`src/hw/rtl/dlr_pkg.sv`:
```
// Shared constants, types and fixed-point helpers for the DDA line rasterizer.
`default_nettype none

package dlr_pkg;

   // Coordinate and fixed-point geometry.
   localparam int COORD_BITS  = 6;
   localparam int FRAC_BITS   = 16;
   localparam int COLOUR_BITS = 8;

   localparam int DELTA_BITS = COORD_BITS + 1;
   localparam int POS_BITS   = COORD_BITS + 1;
   localparam int NUM_BITS   = COORD_BITS + FRAC_BITS;
   localparam int QUO_BITS   = FRAC_BITS + 1;
   localparam int SLOPE_BITS = FRAC_BITS + 2;
   localparam int PROD_BITS  = SLOPE_BITS + COORD_BITS;
   localparam int ACC_BITS   = FRAC_BITS + COORD_BITS + 3;
   localparam int ICPT_BITS  = COORD_BITS + 2;
   localparam int DIV_CNT_BITS = $clog2(NUM_BITS + 1);

   localparam int COORD_MAX = (2 ** (COORD_BITS - 1)) - 1;
   localparam int COORD_MIN = -(2 ** (COORD_BITS - 1));

   // Descriptor queue between the front and the back; depth is a power of two.
   localparam int QUEUE_DEPTH    = 2;
   localparam int QUEUE_PTR_BITS = $clog2(QUEUE_DEPTH);
   localparam int QUEUE_CNT_BITS = $clog2(QUEUE_DEPTH + 1);

   typedef logic signed [COORD_BITS-1:0] coord_type;
   typedef logic signed [DELTA_BITS-1:0] delta_type;
   typedef logic        [COORD_BITS-1:0] mag_type;
   typedef logic        [COLOUR_BITS-1:0] colour_type;
   typedef logic signed [POS_BITS-1:0]   pos_type;
   typedef logic        [NUM_BITS-1:0]   num_type;
   typedef logic        [QUO_BITS-1:0]   quo_type;
   typedef logic signed [SLOPE_BITS-1:0] slope_type;
   typedef logic signed [PROD_BITS-1:0]  prod_type;
   typedef logic signed [ACC_BITS-1:0]   acc_type;
   typedef logic signed [ICPT_BITS-1:0]  icpt_type;
   typedef logic [DIV_CNT_BITS-1:0]      div_cnt_type;
   typedef logic [QUEUE_PTR_BITS-1:0]    queue_ptr_type;
   typedef logic [QUEUE_CNT_BITS-1:0]    queue_cnt_type;

   // One classified line, major axis ascending.
   typedef struct packed {
      logic       x_is_major;
      coord_type  lo_major;
      coord_type  hi_major;
      coord_type  hi_minor;
      mag_type    dmajor;
      logic       dminor_neg;
      mag_type    dminor_mag;
      colour_type colour;
   } line_desc_type;

   typedef struct packed {
      logic    start;
      num_type numerator;
      mag_type divisor;
   } div_req_type;

   typedef struct packed {
      logic    done;
      quo_type quotient;
   } div_rsp_type;

   typedef enum logic [2:0] {
      BK_IDLE,
      BK_DIVIDE,
      BK_SLOPE,
      BK_MUL_HI,
      BK_ICPT,
      BK_SEED,
      BK_DRAW
   } back_state_type;

   // Drop the fraction, rounding toward zero.
   function automatic acc_type trunc_frac(acc_type value);
      acc_type magnitude;
      acc_type shifted;
      magnitude = value[ACC_BITS-1] ? -value : value;
      shifted   = magnitude >>> FRAC_BITS;
      return value[ACC_BITS-1] ? -shifted : shifted;
   endfunction

   // Clamp an integer to the signed coordinate range.
   function automatic coord_type sat_coord(acc_type value);
      coord_type result;
      if (value > acc_type'(COORD_MAX)) begin
         result = coord_type'(COORD_MAX);
      end else if (value < acc_type'(COORD_MIN)) begin
         result = coord_type'(COORD_MIN);
      end else begin
         result = coord_type'(value);
      end
      return result;
   endfunction

endpackage

`default_nettype wire

```
`src/hw/rtl/dlr_front.sv`:
```
// Front end: accepts line requests and classifies them into queue descriptors.
`default_nettype none

module dlr_front (
   input  wire logic                   start,
   input  wire dlr_pkg::coord_type     req_start_x,
   input  wire dlr_pkg::coord_type     req_start_y,
   input  wire dlr_pkg::coord_type     req_finish_x,
   input  wire dlr_pkg::coord_type     req_finish_y,
   input  wire dlr_pkg::colour_type    req_colour,
   input  wire logic                   queue_full,
   output logic                        busy,
   output logic                        push,
   output dlr_pkg::line_desc_type      desc
);

   dlr_pkg::delta_type dx;
   dlr_pkg::delta_type dy;
   dlr_pkg::delta_type dminor;
   dlr_pkg::mag_type   abs_dx;
   dlr_pkg::mag_type   abs_dy;
   logic               x_major;
   logic               swap;
   dlr_pkg::coord_type a_major;
   dlr_pkg::coord_type a_minor;
   dlr_pkg::coord_type b_major;
   dlr_pkg::coord_type b_minor;
   dlr_pkg::coord_type lo_major;
   dlr_pkg::coord_type lo_minor;
   dlr_pkg::coord_type hi_major;
   dlr_pkg::coord_type hi_minor;

   assign busy = queue_full;
   assign push = start & ~queue_full;

   always_comb begin
      dx = dlr_pkg::delta_type'(req_finish_x) - dlr_pkg::delta_type'(req_start_x);
      dy = dlr_pkg::delta_type'(req_finish_y) - dlr_pkg::delta_type'(req_start_y);
      abs_dx = dx[dlr_pkg::DELTA_BITS-1] ? dlr_pkg::mag_type'(-dx) : dlr_pkg::mag_type'(dx);
      abs_dy = dy[dlr_pkg::DELTA_BITS-1] ? dlr_pkg::mag_type'(-dy) : dlr_pkg::mag_type'(dy);

      // A flat line (including a single point) runs along x; a tie goes to y.
      if (dy == '0) begin
         x_major = 1'b1;
      end else if (dx == '0) begin
         x_major = 1'b0;
      end else begin
         x_major = abs_dx > abs_dy;
      end

      a_major = x_major ? req_start_x  : req_start_y;
      a_minor = x_major ? req_start_y  : req_start_x;
      b_major = x_major ? req_finish_x : req_finish_y;
      b_minor = x_major ? req_finish_y : req_finish_x;

      swap     = a_major > b_major;
      lo_major = swap ? b_major : a_major;
      lo_minor = swap ? b_minor : a_minor;
      hi_major = swap ? a_major : b_major;
      hi_minor = swap ? a_minor : b_minor;

      dminor = dlr_pkg::delta_type'(hi_minor) - dlr_pkg::delta_type'(lo_minor);

      desc.x_is_major = x_major;
      desc.lo_major   = lo_major;
      desc.hi_major   = hi_major;
      desc.hi_minor   = hi_minor;
      desc.dmajor     = dlr_pkg::mag_type'(dlr_pkg::delta_type'(hi_major)
                                           - dlr_pkg::delta_type'(lo_major));
      desc.dminor_neg = dminor[dlr_pkg::DELTA_BITS-1];
      desc.dminor_mag = dminor[dlr_pkg::DELTA_BITS-1] ? dlr_pkg::mag_type'(-dminor)
                                                      : dlr_pkg::mag_type'(dminor);
      desc.colour     = req_colour;
   end

endmodule

`default_nettype wire

```
`src/hw/rtl/dlr_queue.sv`:
```
// Short descriptor queue that decouples the front end from the drawing engine.
`default_nettype none

module dlr_queue (
   input  wire logic                   clock,
   input  wire logic                   reset,
   input  wire logic                   push,
   input  wire dlr_pkg::line_desc_type push_desc,
   input  wire logic                   pop,
   output dlr_pkg::line_desc_type      head_desc,
   output logic                        full,
   output logic                        empty
);

   dlr_pkg::line_desc_type  entry_ff [dlr_pkg::QUEUE_DEPTH];
   dlr_pkg::queue_ptr_type  wr_ptr_ff;
   dlr_pkg::queue_ptr_type  wr_ptr_in;
   dlr_pkg::queue_ptr_type  rd_ptr_ff;
   dlr_pkg::queue_ptr_type  rd_ptr_in;
   dlr_pkg::queue_cnt_type  count_ff;
   dlr_pkg::queue_cnt_type  count_in;

   assign full      = count_ff == dlr_pkg::queue_cnt_type'(dlr_pkg::QUEUE_DEPTH);
   assign empty     = count_ff == '0;
   assign head_desc = entry_ff[rd_ptr_ff];

   always_comb begin
      wr_ptr_in = push ? wr_ptr_ff + 1'b1 : wr_ptr_ff;
      rd_ptr_in = pop  ? rd_ptr_ff + 1'b1 : rd_ptr_ff;
      count_in  = count_ff;
      if (push && !pop) begin
         count_in = count_ff + 1'b1;
      end else if (pop && !push) begin
         count_in = count_ff - 1'b1;
      end
   end

   always_ff @(posedge clock) begin
      if (reset) begin
         wr_ptr_ff <= '0;
         rd_ptr_ff <= '0;
         count_ff  <= '0;
      end else begin
         wr_ptr_ff <= wr_ptr_in;
         rd_ptr_ff <= rd_ptr_in;
         count_ff  <= count_in;
      end
   end

   always_ff @(posedge clock) begin
      if (push) begin
         entry_ff[wr_ptr_ff] <= push_desc;
      end
   end

endmodule

`default_nettype wire

```
`src/hw/rtl/dlr_divider.sv`:
```
// Restoring divider, one quotient bit per cycle, for the line slope.
`default_nettype none

module dlr_divider (
   input  wire logic                 clock,
   input  wire logic                 reset,
   input  wire dlr_pkg::div_req_type div_req,
   output dlr_pkg::div_rsp_type      div_rsp
);

   dlr_pkg::num_type     num_ff;
   dlr_pkg::num_type     num_in;
   dlr_pkg::mag_type     rem_ff;
   dlr_pkg::mag_type     rem_in;
   dlr_pkg::mag_type     divisor_ff;
   dlr_pkg::div_cnt_type cnt_ff;
   dlr_pkg::div_cnt_type cnt_in;
   logic                 running_ff;
   logic                 running_in;
   logic                 done_ff;
   logic                 done_in;
   logic [dlr_pkg::COORD_BITS:0] rem_shift;
   logic                 fits;

   // The numerator register fills with quotient bits as it shifts out.
   assign div_rsp.done     = done_ff;
   assign div_rsp.quotient = num_ff[dlr_pkg::QUO_BITS-1:0];

   always_comb begin
      rem_shift  = {rem_ff, num_ff[dlr_pkg::NUM_BITS-1]};
      fits       = rem_shift >= {1'b0, divisor_ff};
      rem_in     = rem_ff;
      num_in     = num_ff;
      cnt_in     = cnt_ff;
      running_in = running_ff;
      done_in    = 1'b0;
      if (div_req.start) begin
         rem_in     = '0;
         num_in     = div_req.numerator;
         cnt_in     = '0;
         running_in = 1'b1;
      end else if (running_ff) begin
         rem_in = fits ? dlr_pkg::mag_type'(rem_shift - {1'b0, divisor_ff})
                       : dlr_pkg::mag_type'(rem_shift);
         num_in = {num_ff[dlr_pkg::NUM_BITS-2:0], fits};
         cnt_in = cnt_ff + 1'b1;
         if (cnt_ff == dlr_pkg::div_cnt_type'(dlr_pkg::NUM_BITS - 1)) begin
            running_in = 1'b0;
            done_in    = 1'b1;
         end
      end
   end

   always_ff @(posedge clock) begin
      if (reset) begin
         running_ff <= 1'b0;
         done_ff    <= 1'b0;
         cnt_ff     <= '0;
      end else begin
         running_ff <= running_in;
         done_ff    <= done_in;
         cnt_ff     <= cnt_in;
      end
   end

   always_ff @(posedge clock) begin
      num_ff <= num_in;
      rem_ff <= rem_in;
      if (div_req.start) begin
         divisor_ff <= div_req.divisor;
      end
   end

endmodule

`default_nettype wire

```
`src/hw/rtl/dlr_back.sv`:
```
// Drawing engine: slope and intercept setup, then one pixel beat per cycle.
`default_nettype none

module dlr_back (
   input  wire logic                   clock,
   input  wire logic                   reset,
   input  wire logic                   queue_empty,
   input  wire dlr_pkg::line_desc_type queue_head,
   output logic                        pop,
   output dlr_pkg::div_req_type        div_req,
   input  wire dlr_pkg::div_rsp_type   div_rsp,
   output logic                        rsp_strobe,
   output dlr_pkg::coord_type          rsp_pixel_x,
   output dlr_pkg::coord_type          rsp_pixel_y,
   output dlr_pkg::colour_type         rsp_pixel_colour,
   output logic                        rsp_last_pixel
);

   dlr_pkg::back_state_type state_ff;
   dlr_pkg::back_state_type state_in;
   dlr_pkg::line_desc_type  desc_ff;
   dlr_pkg::line_desc_type  desc_in;
   dlr_pkg::slope_type      slope_ff;
   dlr_pkg::slope_type      slope_in;
   dlr_pkg::prod_type       prod_ff;
   dlr_pkg::prod_type       prod_in;
   dlr_pkg::icpt_type       intercept_ff;
   dlr_pkg::icpt_type       intercept_in;
   dlr_pkg::acc_type        acc_ff;
   dlr_pkg::acc_type        acc_in;
   dlr_pkg::pos_type        pos_ff;
   dlr_pkg::pos_type        pos_in;

   logic                    rsp_strobe_ff;
   logic                    rsp_strobe_in;
   dlr_pkg::coord_type      rsp_pixel_x_ff;
   dlr_pkg::coord_type      rsp_pixel_x_in;
   dlr_pkg::coord_type      rsp_pixel_y_ff;
   dlr_pkg::coord_type      rsp_pixel_y_in;
   dlr_pkg::colour_type     rsp_colour_ff;
   dlr_pkg::colour_type     rsp_colour_in;
   logic                    rsp_last_ff;
   logic                    rsp_last_in;

   dlr_pkg::coord_type      lo_major;
   dlr_pkg::coord_type      hi_major;
   dlr_pkg::coord_type      hi_minor;
   dlr_pkg::coord_type      mul_operand;
   dlr_pkg::prod_type       product;
   dlr_pkg::coord_type      minor;
   dlr_pkg::coord_type      major;
   logic                    at_end;

   assign lo_major = desc_ff.lo_major;
   assign hi_major = desc_ff.hi_major;
   assign hi_minor = desc_ff.hi_minor;

   // The single multiplier serves both setup products.
   assign mul_operand = (state_ff == dlr_pkg::BK_MUL_HI) ? hi_major : lo_major;
   assign product     = dlr_pkg::prod_type'(slope_ff) * dlr_pkg::prod_type'(mul_operand);

   assign minor  = dlr_pkg::sat_coord(dlr_pkg::trunc_frac(acc_ff));
   assign major  = dlr_pkg::coord_type'(pos_ff);
   assign at_end = pos_ff >= dlr_pkg::pos_type'(hi_major);

   assign rsp_strobe       = rsp_strobe_ff;
   assign rsp_pixel_x      = rsp_pixel_x_ff;
   assign rsp_pixel_y      = rsp_pixel_y_ff;
   assign rsp_pixel_colour = rsp_colour_ff;
   assign rsp_last_pixel   = rsp_last_ff;

   always_comb begin
      state_in = state_ff;
      unique case (state_ff)
         dlr_pkg::BK_IDLE: begin
            if (!queue_empty) begin
               state_in = dlr_pkg::BK_DIVIDE;
            end
         end
         dlr_pkg::BK_DIVIDE: begin
            if (div_rsp.done) begin
               state_in = dlr_pkg::BK_SLOPE;
            end
         end
         dlr_pkg::BK_SLOPE:  state_in = dlr_pkg::BK_MUL_HI;
         dlr_pkg::BK_MUL_HI: state_in = dlr_pkg::BK_ICPT;
         dlr_pkg::BK_ICPT:   state_in = dlr_pkg::BK_SEED;
         dlr_pkg::BK_SEED:   state_in = dlr_pkg::BK_DRAW;
         dlr_pkg::BK_DRAW: begin
            if (at_end) begin
               state_in = dlr_pkg::BK_IDLE;
            end
         end
         default: state_in = dlr_pkg::BK_IDLE;
      endcase
   end

   always_comb begin
      pop               = 1'b0;
      div_req.start     = 1'b0;
      div_req.numerator = {queue_head.dminor_mag, {dlr_pkg::FRAC_BITS{1'b0}}};
      div_req.divisor   = queue_head.dmajor;
      desc_in           = desc_ff;
      slope_in          = slope_ff;
      prod_in           = prod_ff;
      intercept_in      = intercept_ff;
      acc_in            = acc_ff;
      pos_in            = pos_ff;
      rsp_strobe_in     = 1'b0;
      rsp_pixel_x_in    = rsp_pixel_x_ff;
      rsp_pixel_y_in    = rsp_pixel_y_ff;
      rsp_colour_in     = rsp_colour_ff;
      rsp_last_in       = rsp_last_ff;
      unique case (state_ff)
         dlr_pkg::BK_IDLE: begin
            if (!queue_empty) begin
               pop           = 1'b1;
               div_req.start = 1'b1;
               desc_in       = queue_head;
            end
         end
         dlr_pkg::BK_SLOPE: begin
            // A single point has no major extent and a flat slope.
            if (desc_ff.dmajor == '0) begin
               slope_in = '0;
            end else if (desc_ff.dminor_neg) begin
               slope_in = -dlr_pkg::slope_type'(div_rsp.quotient);
            end else begin
               slope_in = dlr_pkg::slope_type'(div_rsp.quotient);
            end
         end
         dlr_pkg::BK_MUL_HI: begin
            prod_in = product;
         end
         dlr_pkg::BK_ICPT: begin
            intercept_in = dlr_pkg::icpt_type'(dlr_pkg::trunc_frac(
               (dlr_pkg::acc_type'(hi_minor) <<< dlr_pkg::FRAC_BITS)
               - dlr_pkg::acc_type'(prod_ff)));
            prod_in = product;
         end
         dlr_pkg::BK_SEED: begin
            acc_in = (dlr_pkg::acc_type'(intercept_ff) <<< dlr_pkg::FRAC_BITS)
                     + dlr_pkg::acc_type'(prod_ff);
            pos_in = dlr_pkg::pos_type'(lo_major);
         end
         dlr_pkg::BK_DRAW: begin
            rsp_strobe_in  = 1'b1;
            rsp_pixel_x_in = desc_ff.x_is_major ? major : minor;
            rsp_pixel_y_in = desc_ff.x_is_major ? minor : major;
            rsp_colour_in  = desc_ff.colour;
            rsp_last_in    = at_end;
            pos_in         = pos_ff + dlr_pkg::pos_type'(1);
            acc_in         = acc_ff + dlr_pkg::acc_type'(slope_ff);
         end
         default: begin
         end
      endcase
   end

   always_ff @(posedge clock) begin
      if (reset) begin
         state_ff      <= dlr_pkg::BK_IDLE;
         rsp_strobe_ff <= 1'b0;
      end else begin
         state_ff      <= state_in;
         rsp_strobe_ff <= rsp_strobe_in;
      end
   end

   always_ff @(posedge clock) begin
      desc_ff        <= desc_in;
      slope_ff       <= slope_in;
      prod_ff        <= prod_in;
      intercept_ff   <= intercept_in;
      acc_ff         <= acc_in;
      pos_ff         <= pos_in;
      rsp_pixel_x_ff <= rsp_pixel_x_in;
      rsp_pixel_y_ff <= rsp_pixel_y_in;
      rsp_colour_ff  <= rsp_colour_in;
      rsp_last_ff    <= rsp_last_in;
   end

endmodule

`default_nettype wire

```
`src/hw/rtl/dda_line_rasterizer_unit.sv`:
```
// Top level of the DDA line rasterizer: front end, descriptor queue, divider, drawing engine.
//
//   Channel   Ports                                         Beat taken when
//   -------   -------------------------------------------   ----------------------------
//   request   start, busy, req_start_x/y, req_finish_x/y,    rising edge, start & !busy
//             req_colour
//   result    rsp_strobe, rsp_pixel_x/y, rsp_pixel_colour,   rising edge ending the cycle
//             rsp_last_pixel                                 in which rsp_strobe is high
//
// For each line the engine first runs the bit-serial slope division, then forms the intercept
// and seed products on the shared multiplier, and then emits one pixel beat every cycle with
// no gaps until the last pixel.
// Reset is synchronous and active high; it empties the queue and idles the engine.
// The result side cannot stall. The request side stalls (busy high) only when the
// two-entry descriptor queue is full, so up to two lines can wait behind the one being
// drawn.
//
// The front end classifies each request as it is accepted: it picks the major axis,
// orders the end points so the major coordinate ascends, and records the deltas. The
// drawing engine then forms slope = minor delta / major delta in Q.16, truncated toward
// zero, and the intercept trunc(end_minor - slope * end_major). Instead of a multiply
// per pixel, it seeds an accumulator with intercept + slope * first_major and adds the
// slope once per step; the integer accumulator gives exactly the same value as the
// direct product. Each minor coordinate is the accumulator truncated toward zero and
// saturated to the signed coordinate range.
`default_nettype none

module dda_line_rasterizer_unit (
   input  wire logic                clock,
   input  wire logic                reset,
   input  wire logic                start,
   output logic                     busy,
   input  wire dlr_pkg::coord_type  req_start_x,
   input  wire dlr_pkg::coord_type  req_start_y,
   input  wire dlr_pkg::coord_type  req_finish_x,
   input  wire dlr_pkg::coord_type  req_finish_y,
   input  wire dlr_pkg::colour_type req_colour,
   output logic                     rsp_strobe,
   output dlr_pkg::coord_type       rsp_pixel_x,
   output dlr_pkg::coord_type       rsp_pixel_y,
   output dlr_pkg::colour_type      rsp_pixel_colour,
   output logic                     rsp_last_pixel
);

   logic                   push;
   logic                   pop;
   logic                   queue_full;
   logic                   queue_empty;
   dlr_pkg::line_desc_type push_desc;
   dlr_pkg::line_desc_type head_desc;
   dlr_pkg::div_req_type   div_req;
   dlr_pkg::div_rsp_type   div_rsp;

   // Classification happens in the same cycle the request beat is taken.
   dlr_front u_front (
      .start        (start),
      .req_start_x  (req_start_x),
      .req_start_y  (req_start_y),
      .req_finish_x (req_finish_x),
      .req_finish_y (req_finish_y),
      .req_colour   (req_colour),
      .queue_full   (queue_full),
      .busy         (busy),
      .push         (push),
      .desc         (push_desc)
   );

   // The queue lets new requests land while the engine is still drawing.
   dlr_queue u_queue (
      .clock     (clock),
      .reset     (reset),
      .push      (push),
      .push_desc (push_desc),
      .pop       (pop),
      .head_desc (head_desc),
      .full      (queue_full),
      .empty     (queue_empty)
   );

   // One slope division per line, started as the engine pops a descriptor.
   dlr_divider u_divider (
      .clock   (clock),
      .reset   (reset),
      .div_req (div_req),
      .div_rsp (div_rsp)
   );

   dlr_back u_back (
      .clock            (clock),
      .reset            (reset),
      .queue_empty      (queue_empty),
      .queue_head       (head_desc),
      .pop              (pop),
      .div_req          (div_req),
      .div_rsp          (div_rsp),
      .rsp_strobe       (rsp_strobe),
      .rsp_pixel_x      (rsp_pixel_x),
      .rsp_pixel_y      (rsp_pixel_y),
      .rsp_pixel_colour (rsp_pixel_colour),
      .rsp_last_pixel   (rsp_last_pixel)
   );

endmodule

`default_nettype wire

```
`config.mk`:
```
export PLATFORM = sky130hd
export DESIGN_NAME = dda_line_rasterizer_unit
export DESIGN_NICKNAME = d
export VERILOG_FILES = /design/src/hw/rtl/dlr_pkg.sv /design/src/hw/rtl/dlr_front.sv /design/src/hw/rtl/dlr_queue.sv /design/src/hw/rtl/dlr_divider.sv /design/src/hw/rtl/dlr_back.sv /design/src/hw/rtl/dda_line_rasterizer_unit.sv
export SDC_FILE = /design/constraint.sdc
export NUM_CORES = 1
export LEC_CHECK = 0
export ABC_AREA = 1
export BUFFER_PORTS_ARGS = -buffer_cell sky130_fd_sc_hd__buf_4
export CORE_ASPECT_RATIO = 0.6
export CORE_MARGIN = 3
export CORE_UTILIZATION = 30
export CTS_CLUSTER_SIZE = 25
export DETAILED_ROUTE_END_ITERATION = 10
export REMOVE_ABC_BUFFERS = 1
export SKIP_LAST_GASP = 1
export SLEW_MARGIN = 10
export SYNTH_ARGS = -nofsm -noshare
export SYNTH_HDL_FRONTEND = slang
export SYNTH_HIERARCHICAL = 1
export SYNTH_SLANG_ARGS = --single-unit
```
`constraint.sdc`:
```
create_clock -name clock -period 15.4 [get_ports clock]
set_input_delay 0.77 -clock clock [delete_from_list [all_inputs] [get_ports clock]]
set_output_delay 0.77 -clock clock [all_outputs]
set_load 0.01 [all_outputs]
```
# Yosys cells after proc, flatten, opt, wreduce, memory -nomap -nowiden
# Memory sizes are Yosys's and may differ from the RTL's. A register that Yosys moved wholly into a read port is not among the register bits.
# Cells that the tools add are included.
[totals]
wordCells = 138
memories = 1
reg_bits = 186
ram_bits = 80
[mem_list]
columns = ["memory", "words", "width", "rd", "rd_ports_with_merged_regs", "wr", "line", "text"]
rows = [
  ["u_queue.entry_ff", 2, 40, 1, 1, 1, "dlr_queue.sv:15", "dlr_pkg::line_desc_type entry_ff [dlr_pkg::QUEUE_DEPTH];"],
]
[op_classes]
bitwise = 5
mul = 1
mux = 45
add_sub_neg = 22
magnitude_cmp = 6
n_reduce_logical = 18
n_eq_ne = 11
[ops]
columns = ["op", "count"]
rows = [
  ["2-to-1 mux 6 bit", 17],
  ["2-to-1 mux 25 bit", 2],
  ["one-hot mux 25 bit (2 select lines)", 1],
  ["2-to-1 mux 22 bit", 2],
  ["adder 24 x 24 -> 25 bit", 1],
  ["adder 25 x 18 -> 25 bit", 1],
  ["greater-than comparator 25 x 6 -> 1 bit (second input constant)", 1],
  ["< comparator 25 x 6 -> 1 bit (second input constant)", 1],
  ["negator 25 bit", 1],
  ["negator 9 -> 25 bit", 1],
  ["subtractor 22 x 24 -> 25 bit", 1],
  ["multiplier 18 x 6 -> 24 bit", 1],
  ["2-to-1 mux 24 bit", 1],
  ["negator 24 bit", 1],
  ["one-hot mux 3 bit (7 select lines)", 1],
  ["subtractor 6 x 6 -> 7 bit", 3],
  ["negator 17 -> 18 bit", 1],
  ["negator 6 bit", 3],
  ["2-to-1 mux 17 bit", 1],
  ["greater-or-equal comparator 7 x 6 -> 1 bit", 2],
  ["zero test 7 bit", 2],
  ["one-hot mux 7 bit (2 select lines)", 1],
  ["2-to-1 mux 1 bit", 13],
  ["greater-than comparator 6 bit", 2],
  ["other kinds (29)", 47],
]

# Logic depth before layout (Yosys ltp)
# Gate-level depths: netlist (run 1).
[logic_depth]
word_depth = 12
mapped_depth = 44
depth_no_buf = 42

# Modules after synthesis
# The synthesis (run 1) kept the hierarchy.
[modules_own_cells]
columns = ["module", "seq_area_each_um2", "cells_per_inst", "area_per_inst_um2", "instances"]
rows = [
  ["dlr_back", 4194.0, 1572, 12821.0, 1],
  ["dlr_queue", 2502.4, 157, 3124.2, 1],
  ["dlr_front", 0.0, 441, 2463.6, 1],
  ["dlr_divider", 1101.1, 252, 2215.9, 1],
]

# Worst setup path before layout (run 1)
# No wires, ideal clock.
[synth_timing]
path_type = "input -> register"
start = "input port req_finish_y[0]"
end = "memory u_queue/entry_ff[0][11] in the netlist's numbering (data pin)"
slack_ns = 8.230
setup_time_ns = 0.269
cell_stages = 37
n_path_buf = 4
arrival_time_ns = 6.902
path_cell_list = "inv_1 > ha_1 > inv_1 > fa_1 > xor2_1 > nor3_1 > nand3_1 > o21ai_0 > xor2_1 > inv_1 > ha_1 > nand2_1 > nor2_1 > o21ai_0 > a31oi_1 > nand2_2 > nand2_2 > buf_6 > clkbuf_1 > clkbuf_1 > o21ai_0 > ha_1 > inv_1 > nor2_4 > nand3_2 > nand4_1 > nand3_4 > inv_2 > clkbuf_1 > o21ai_0 > fa_1 > a21oi_1 > o21bai_1 > a2111oi_0 > a21o_1 > nand2_1 > xor2_1"
[synth_lines]
columns = ["item", "line", "text"]
rows = [
  ["start, declared", "dda_line_rasterizer_unit.sv:36", "input wire dlr_pkg::coord_type req_finish_y,"],
  ["end, declared", "dlr_queue.sv:15", ""],
]

==> metrics.cfg, run 1 <==
[setup_path]
slowest_delay_ns = 0.64
crit_path_end = u_queue/entry_ff[0][11]
r2r-end = u_back/prod_ff[18]
end_kind = flip-flop
crit_fanout = 50
arrival_ns = 8.27
crit_type = input port to flip-flop
crit_required_ns = 15.66
cpMostUsedCell = inv_1
reg2reg_depth = 20
reg2reg_slack_ns = 8.58
start_kind = input port
cp-startpoint = req_finish_y[0]
rr_startpoint = u_back/state_ff[2]
slowest_stage = nand2_2

[clocking]
cts_made_buffers = 25
hold_buffers = 0
cts-root-buf = clkbuf_16
h-tree-depth = 1
insertion_delay_ns = 0.54
max-clock-path-buffers = 3
cts.sinks = 267
cts.clk_slew.worst_paths_ns = 0.07
tritoncts = done
post-cts-setup-buffer-count = 0
ctsResizeCount = 0

[floorplanning]
start_util_pct = 30.72
core_um2 = 67130
io_pins = 58
die_h_um = 209.1
dieArea_um2 = 72030
rows = 73
fp.dieW_um = 344.5

[grt]
grt_pass1_wl_um = 83090
grt_max_degree = 52
overflow = 0
grt_pass1_vias = 14490
grt_antenna_before_repair = 0
track_usage_pct = 14.60

[final_layout]
synthToLayoutAreaGrowth_pct = 9.118
fin_nets = 2684
drive_above_1_share_pct = 10.25
fillers = 6964

[timing]
post-route-period-util_pct = 52.00
timing.fmax_ghz = 0.1249
period_needed_ns = 8.008
setup_viol = 0
finalClockSkew_ns = 0.01535
maxSlewViolCount = 0
finalHoldViolations = 0
rsz0062_at_grt = false
relSlewSlack_pct = 29.68
worst_pin_slew_ns = 1.055
tns_ns = 0

[logic_synthesis]
synth-edff-count = 245
ys_top_cells_by_area = edfxtp_1 36%, nand2_1 10%, ha_1 8.4%
ys_ff_latch = 267
yosys-top-cells-count = 565 x nand2_1, 316 x inv_1, 245 x edfxtp_1, 241 x nor2_1, 139 x ha_1
yosysWarnings = 6
ys_types = 65
async_flop_share_pct = 0
ys.flop_type = edfxtp_1
yosys.area.top_type_share_pct = 35.67
synth_top_area_cell = edfxtp_1
post_synth.cell_area_avg_um2 = 8.516
netlist_instances = 2422
yosysMostFrequentCell = nand2_1
seq_area_frac_synth_pct = 37.81
syn_area_um2 = 20620

[place]
routabilityCongestion = 0.9069
place_hpwl_um = 42080
numPortBuffers = 57

[detailed_routing]
drc = 0
ant_nets = 0
vias_per_cell = 4.748
drtIter0Drc = 1489
drtPass1Iterations = 7
routed_wl_um = 52750
vias = 15900
wl_per_cell_um = 15.75

[run_status]
status = finished, final reports clean

[hold_path]
min_path_type = input port to flip-flop

[job]
timing.max_cap.violations = 0

sequential cells by signal (all words and copies together), names as in the netlist, 7 cells and up, named ones only:
signal	cells
u_back/prod_ff	24
u_queue/entry_ff	80
u_divider/num_ff	22
u_back/intercept_ff	8
u_back/pos_ff	7
u_back/desc_ff	16
u_back/slope_ff	18
u_back/rsp_pixel_colour	8
u_back/acc_ff	25
kinds of logic (layout without fill, tap and decap cells):
group | after synthesis | in the layout | synth area share (%)
buf+inv | 430 | 441 | 9.233
xor+xnor | 78 | 78 | 3.312
mux | 40 | 40 | 2.184
fa+ha+maj | 219 | 219 | 16.20
simple gates | 1101 | 1101 | 23.59
compound gates | 286 | 286 | 7.662
other cells | 1 | 17 | 0.01818
flops | 267 | 267 | 37.81
layout make-up:
cell class	instances	area [µm²]	area share [%]
Clock inverter	15	173.9	0.7728
Sequential cell	267	7799	34.65
Tap cell	900	1126	5.004
Clock buffer	30	644.4	2.863
Antenna cell	1	2.502	0.01112
Timing Repair Buffer	66	495.5	2.202
Multi-Input combinational cell	1740	11020	48.98
Inverter	330	1241	5.515
worst min-delay path by stage:
stage	startpoint	endpoint	slack (ns)	cells after the start
floorplan	u_back/desc_ff[0]	u_back/rsp_pixel_colour[0]	0.40	0
global placement	u_back/desc_ff[6]	u_back/rsp_pixel_colour[6]	0.40	0
detailed placement	u_back/desc_ff[1]	u_back/rsp_pixel_colour[1]	0.41	0
CTS	req_colour[1]	u_queue/entry_ff[1][1]	0.39	1
global route	req_colour[1]	u_queue/entry_ff[1][1]	0.40	1
finish	req_colour[1]	u_queue/entry_ff[1][1]	0.42	1
per-layer routing:
| metal | track usage [%] | up-vias | routed length [µm] |
|---|---|---|---|
| met5 | 0 | - | 0 |
| met2 | 17.43 | 567 | 17730 |
| met1 | 24.87 | 7385 | 28610 |
| met4 | 1.161 | 0 | 362 |
| met3 | 4.798 | 27 | 6047 |
| li1 | - | 7922 | - |
cells in the final DEF, fill, tap and decap left out, types with 66 or more instances in the layout:
cell,n
fa_1,80
nor2_1,239
edfxtp_1,245
nand3_1,129
o21ai_0,114
ha_1,139
nand2_1,565
inv_1,315
buf_4,66
a21oi_1,105
worst max-delay path, delay by kind of cell:
family	cells	cell delay, ns
xor gates and xnor gates	3	0.53
buffers and inverters	8	0.96
AOI/OAI and AO/OA	9	2.03
adders and majority gates	6	1.82
and+or+nand+nor	11	2.13
stage by stage:
step	area (µm²)	std cells	worst slack (ns)	utilization [%]	hold slack [ns]
after floorplan	20020	2337	8.294	-	0.4003
after global placement	21680	3303	7.193	32.30	0.4012
after global routing	22500	3348	6.556	33.52	0.3995
after CTS	22500	3348	7.453	33.52	0.3932
after detailed placement	21680	3303	6.918	32.30	0.4071
final	22510	3349	7.392	33.52	0.4155
Power of run 1 is left out: the tool's default activity adds up to more than one toggle a clock period on the data nets, which glitch-free logic cannot reach.
==> inputs of run 2 (changes only) <==
==> constraint.sdc (replaced) <==
create_clock -name clock -period 6.8 [get_ports clock]
set_input_delay 0.34 -clock clock [delete_from_list [all_inputs] [get_ports clock]]
set_output_delay 0.34 -clock clock [all_outputs]
set_load 0.01 [all_outputs]
==> run 2 against run 1 <==
Compared with the run above: global-route usage barely moved; via count fell by 0.63%; final area rose by 1.7%; die area did not move; critical path depth rose by 4; clock skew fell by 0.0070 ns; non-clock buffer count rose by 35; final cell count rose by 1.1%; register-to-register slack got worse by 7.6 ns; worst hold slack got worse by 0.36 ns; sequential share of layout area fell by 0.56 points; critical path type unchanged.
==> metrics.cfg, run 2 (synthesized netlist as in run 1, its figures left out) <==
[floorplanning]
die_h_um = 209.1
fp.dieW_um = 344.5
dieArea_um2 = 72030
start_util_pct = 30.72
rows = 73
io_pins = 58
core_um2 = 67130

[timing]
maxSlewViolCount = 0
finalClockSkew_ns = 0.008337
setup_viol = 0
timing.fmax_ghz = 0.1645
rsz0062_at_grt = false
period_needed_ns = 6.080
relSlewSlack_pct = 24.26
whs_ns = 0.05682
timing.final.ws_setup_ns = 0.7201
finalHoldViolations = 0
worst_pin_slew_ns = 1.132
post-route-period-util_pct = 89.41
tns_ns = 0

[detailed_routing]
vias_per_cell = 4.667
routed_wl_um = 52630
drc = 0
vias = 15800
ant_nets = 0
wl_per_cell_um = 15.54
drtIter0Drc = 1460
drtPass1Iterations = 6

[setup_path]
arrival_ns = 6.36
r2r-end = u_back/prod_ff[18]
cpMostUsedCell = inv_1
reg2reg_slack_ns = 0.96
crit_fanout = 12
start_kind = input port
reg2reg_depth = 21
rr_startpoint = u_back/state_ff[2]
crit_required_ns = 7.08
slowest_stage = fa_1
end_kind = flip-flop
crit_type = input port to flip-flop
slowest_delay_ns = 0.40

[final_layout]
largest_reg_flops = 80
reg_top3 = u_queue/entry_ff x80, u_back/acc_ff x25, u_back/prod_ff x24
fin_nets = 2720
top_register = u_queue/entry_ff
antennaDiodeCount = 0
synthToLayoutAreaGrowth_pct = 10.93
drive_above_1_share_pct = 11.30
mostFrequentLayoutCells = 565 x nand2_1, 315 x inv_1, 245 x edfxtp_1, 239 x nor2_1, 139 x ha_1
layout_commonest_cell = nand2_1
post-route-util_pct = 34.08
fillers = 6960

[clocking]
tritoncts = done
insertion_delay_ns = 0.55
cts-root-buf = clkbuf_16
h-tree-depth = 1
cts_made_buffers = 26
cts.clk_slew.worst_paths_ns = 0.07
cts.sinks = 267
max-clock-path-buffers = 3

[place]
numPortBuffers = 57
place_hpwl_um = 42070
post-place-ws_ns = 0.03573
routabilityCongestion = 0.9225

[hold_path]
min_path_type = input port to flip-flop
min_path_cells = 2
min_from = reset

[grt]
grt_antenna_before_repair = 0
overflow = 0
grt_pass1_vias = 14360
track_usage_pct = 14.58
grt_max_degree = 52
grt_pass1_wl_um = 83090

[job]
timing.max_cap.violations = 0

[run_status]
status = finished, final reports clean

==> run 2: cell count changes in the layout (fill, tap and decap cells not counted), moves of 2 or more <==
cell           change
clkbuf_16          +4
buf_4             +27
dlygate4sd3_1      +8
o21ai_1            +2
==> run 2: layout make-up <==
class                      count  area [µm²]  area share, %
timing repair buffer         101       778.2          3.402
clock buffer                  35       758.2          3.314
clock inverter                13       153.9         0.6727
inverter                     330        1241          5.425
multi-input combinational   1740       11020          48.18
tap                          900        1126          4.922
sequential                   267        7799          34.09
==> run 2: how the worst max path moves through the flow <==
| stage | from | end | slack [ns] | cells after the start |
|---|---|---|---|---|
| CTS | req_finish_y[0] | u_queue/entry_ff[1][12] | 0.61 | 38 |
| detailed placement | req_finish_y[0] | u_queue/entry_ff[1][11] | 0.04 | 38 |
| finish | req_finish_y[0] | u_queue/entry_ff[0][12] | 0.72 | 41 |
| floorplan | u_back/state_ff[2] | u_back/acc_ff[0] | 0.12 | 4 |
| global route | req_finish_y[0] | u_queue/entry_ff[1][12] | 0.009 | 41 |
| global placement | req_finish_y[0] | u_queue/entry_ff[0][11] | 0.17 | 38 |
==> run 2: worst max-delay path: cells and delay by family <==
family | cells | cell delay, ns
AO/OA/AOI/OAI | 10 | 1.80
XOR/XNOR | 3 | 0.49
adder cells (fa/ha/maj) | 6 | 1.59
buffers and inverters | 9 | 0.84
AND/OR/NAND/NOR | 13 | 1.27
==> run 2: stage by stage <==
stage          cells  cell area, µm²
2_1_floorplan   2337           20020
3_3_place_gp    3329           21880
6_report        3386           22880
3_5_place_dp    3329           21880
5_1_grt         3386           22880
4_1_cts         3385           22870
==> run 2: metal layers <==
metal | global-route usage, % | routed length (µm) | up-vias
li1 | - | - | 7991
met3 | 4.807 | 5964 | 30
met5 | 0 | 0 | -
met4 | 1.117 | 439 | 0
met1 | 25.27 | 28870 | 7228
met2 | 16.91 | 17350 | 552
==> run 2: what timing repair did <==
item	CTS	global route
setup buffers	0	1
endpoints found under the setup margin	0	10
hold buffers	8	0
hold endpoints to repair	16	0
gates resized for setup	0	3
Power of run 2 is left out for the same reason.
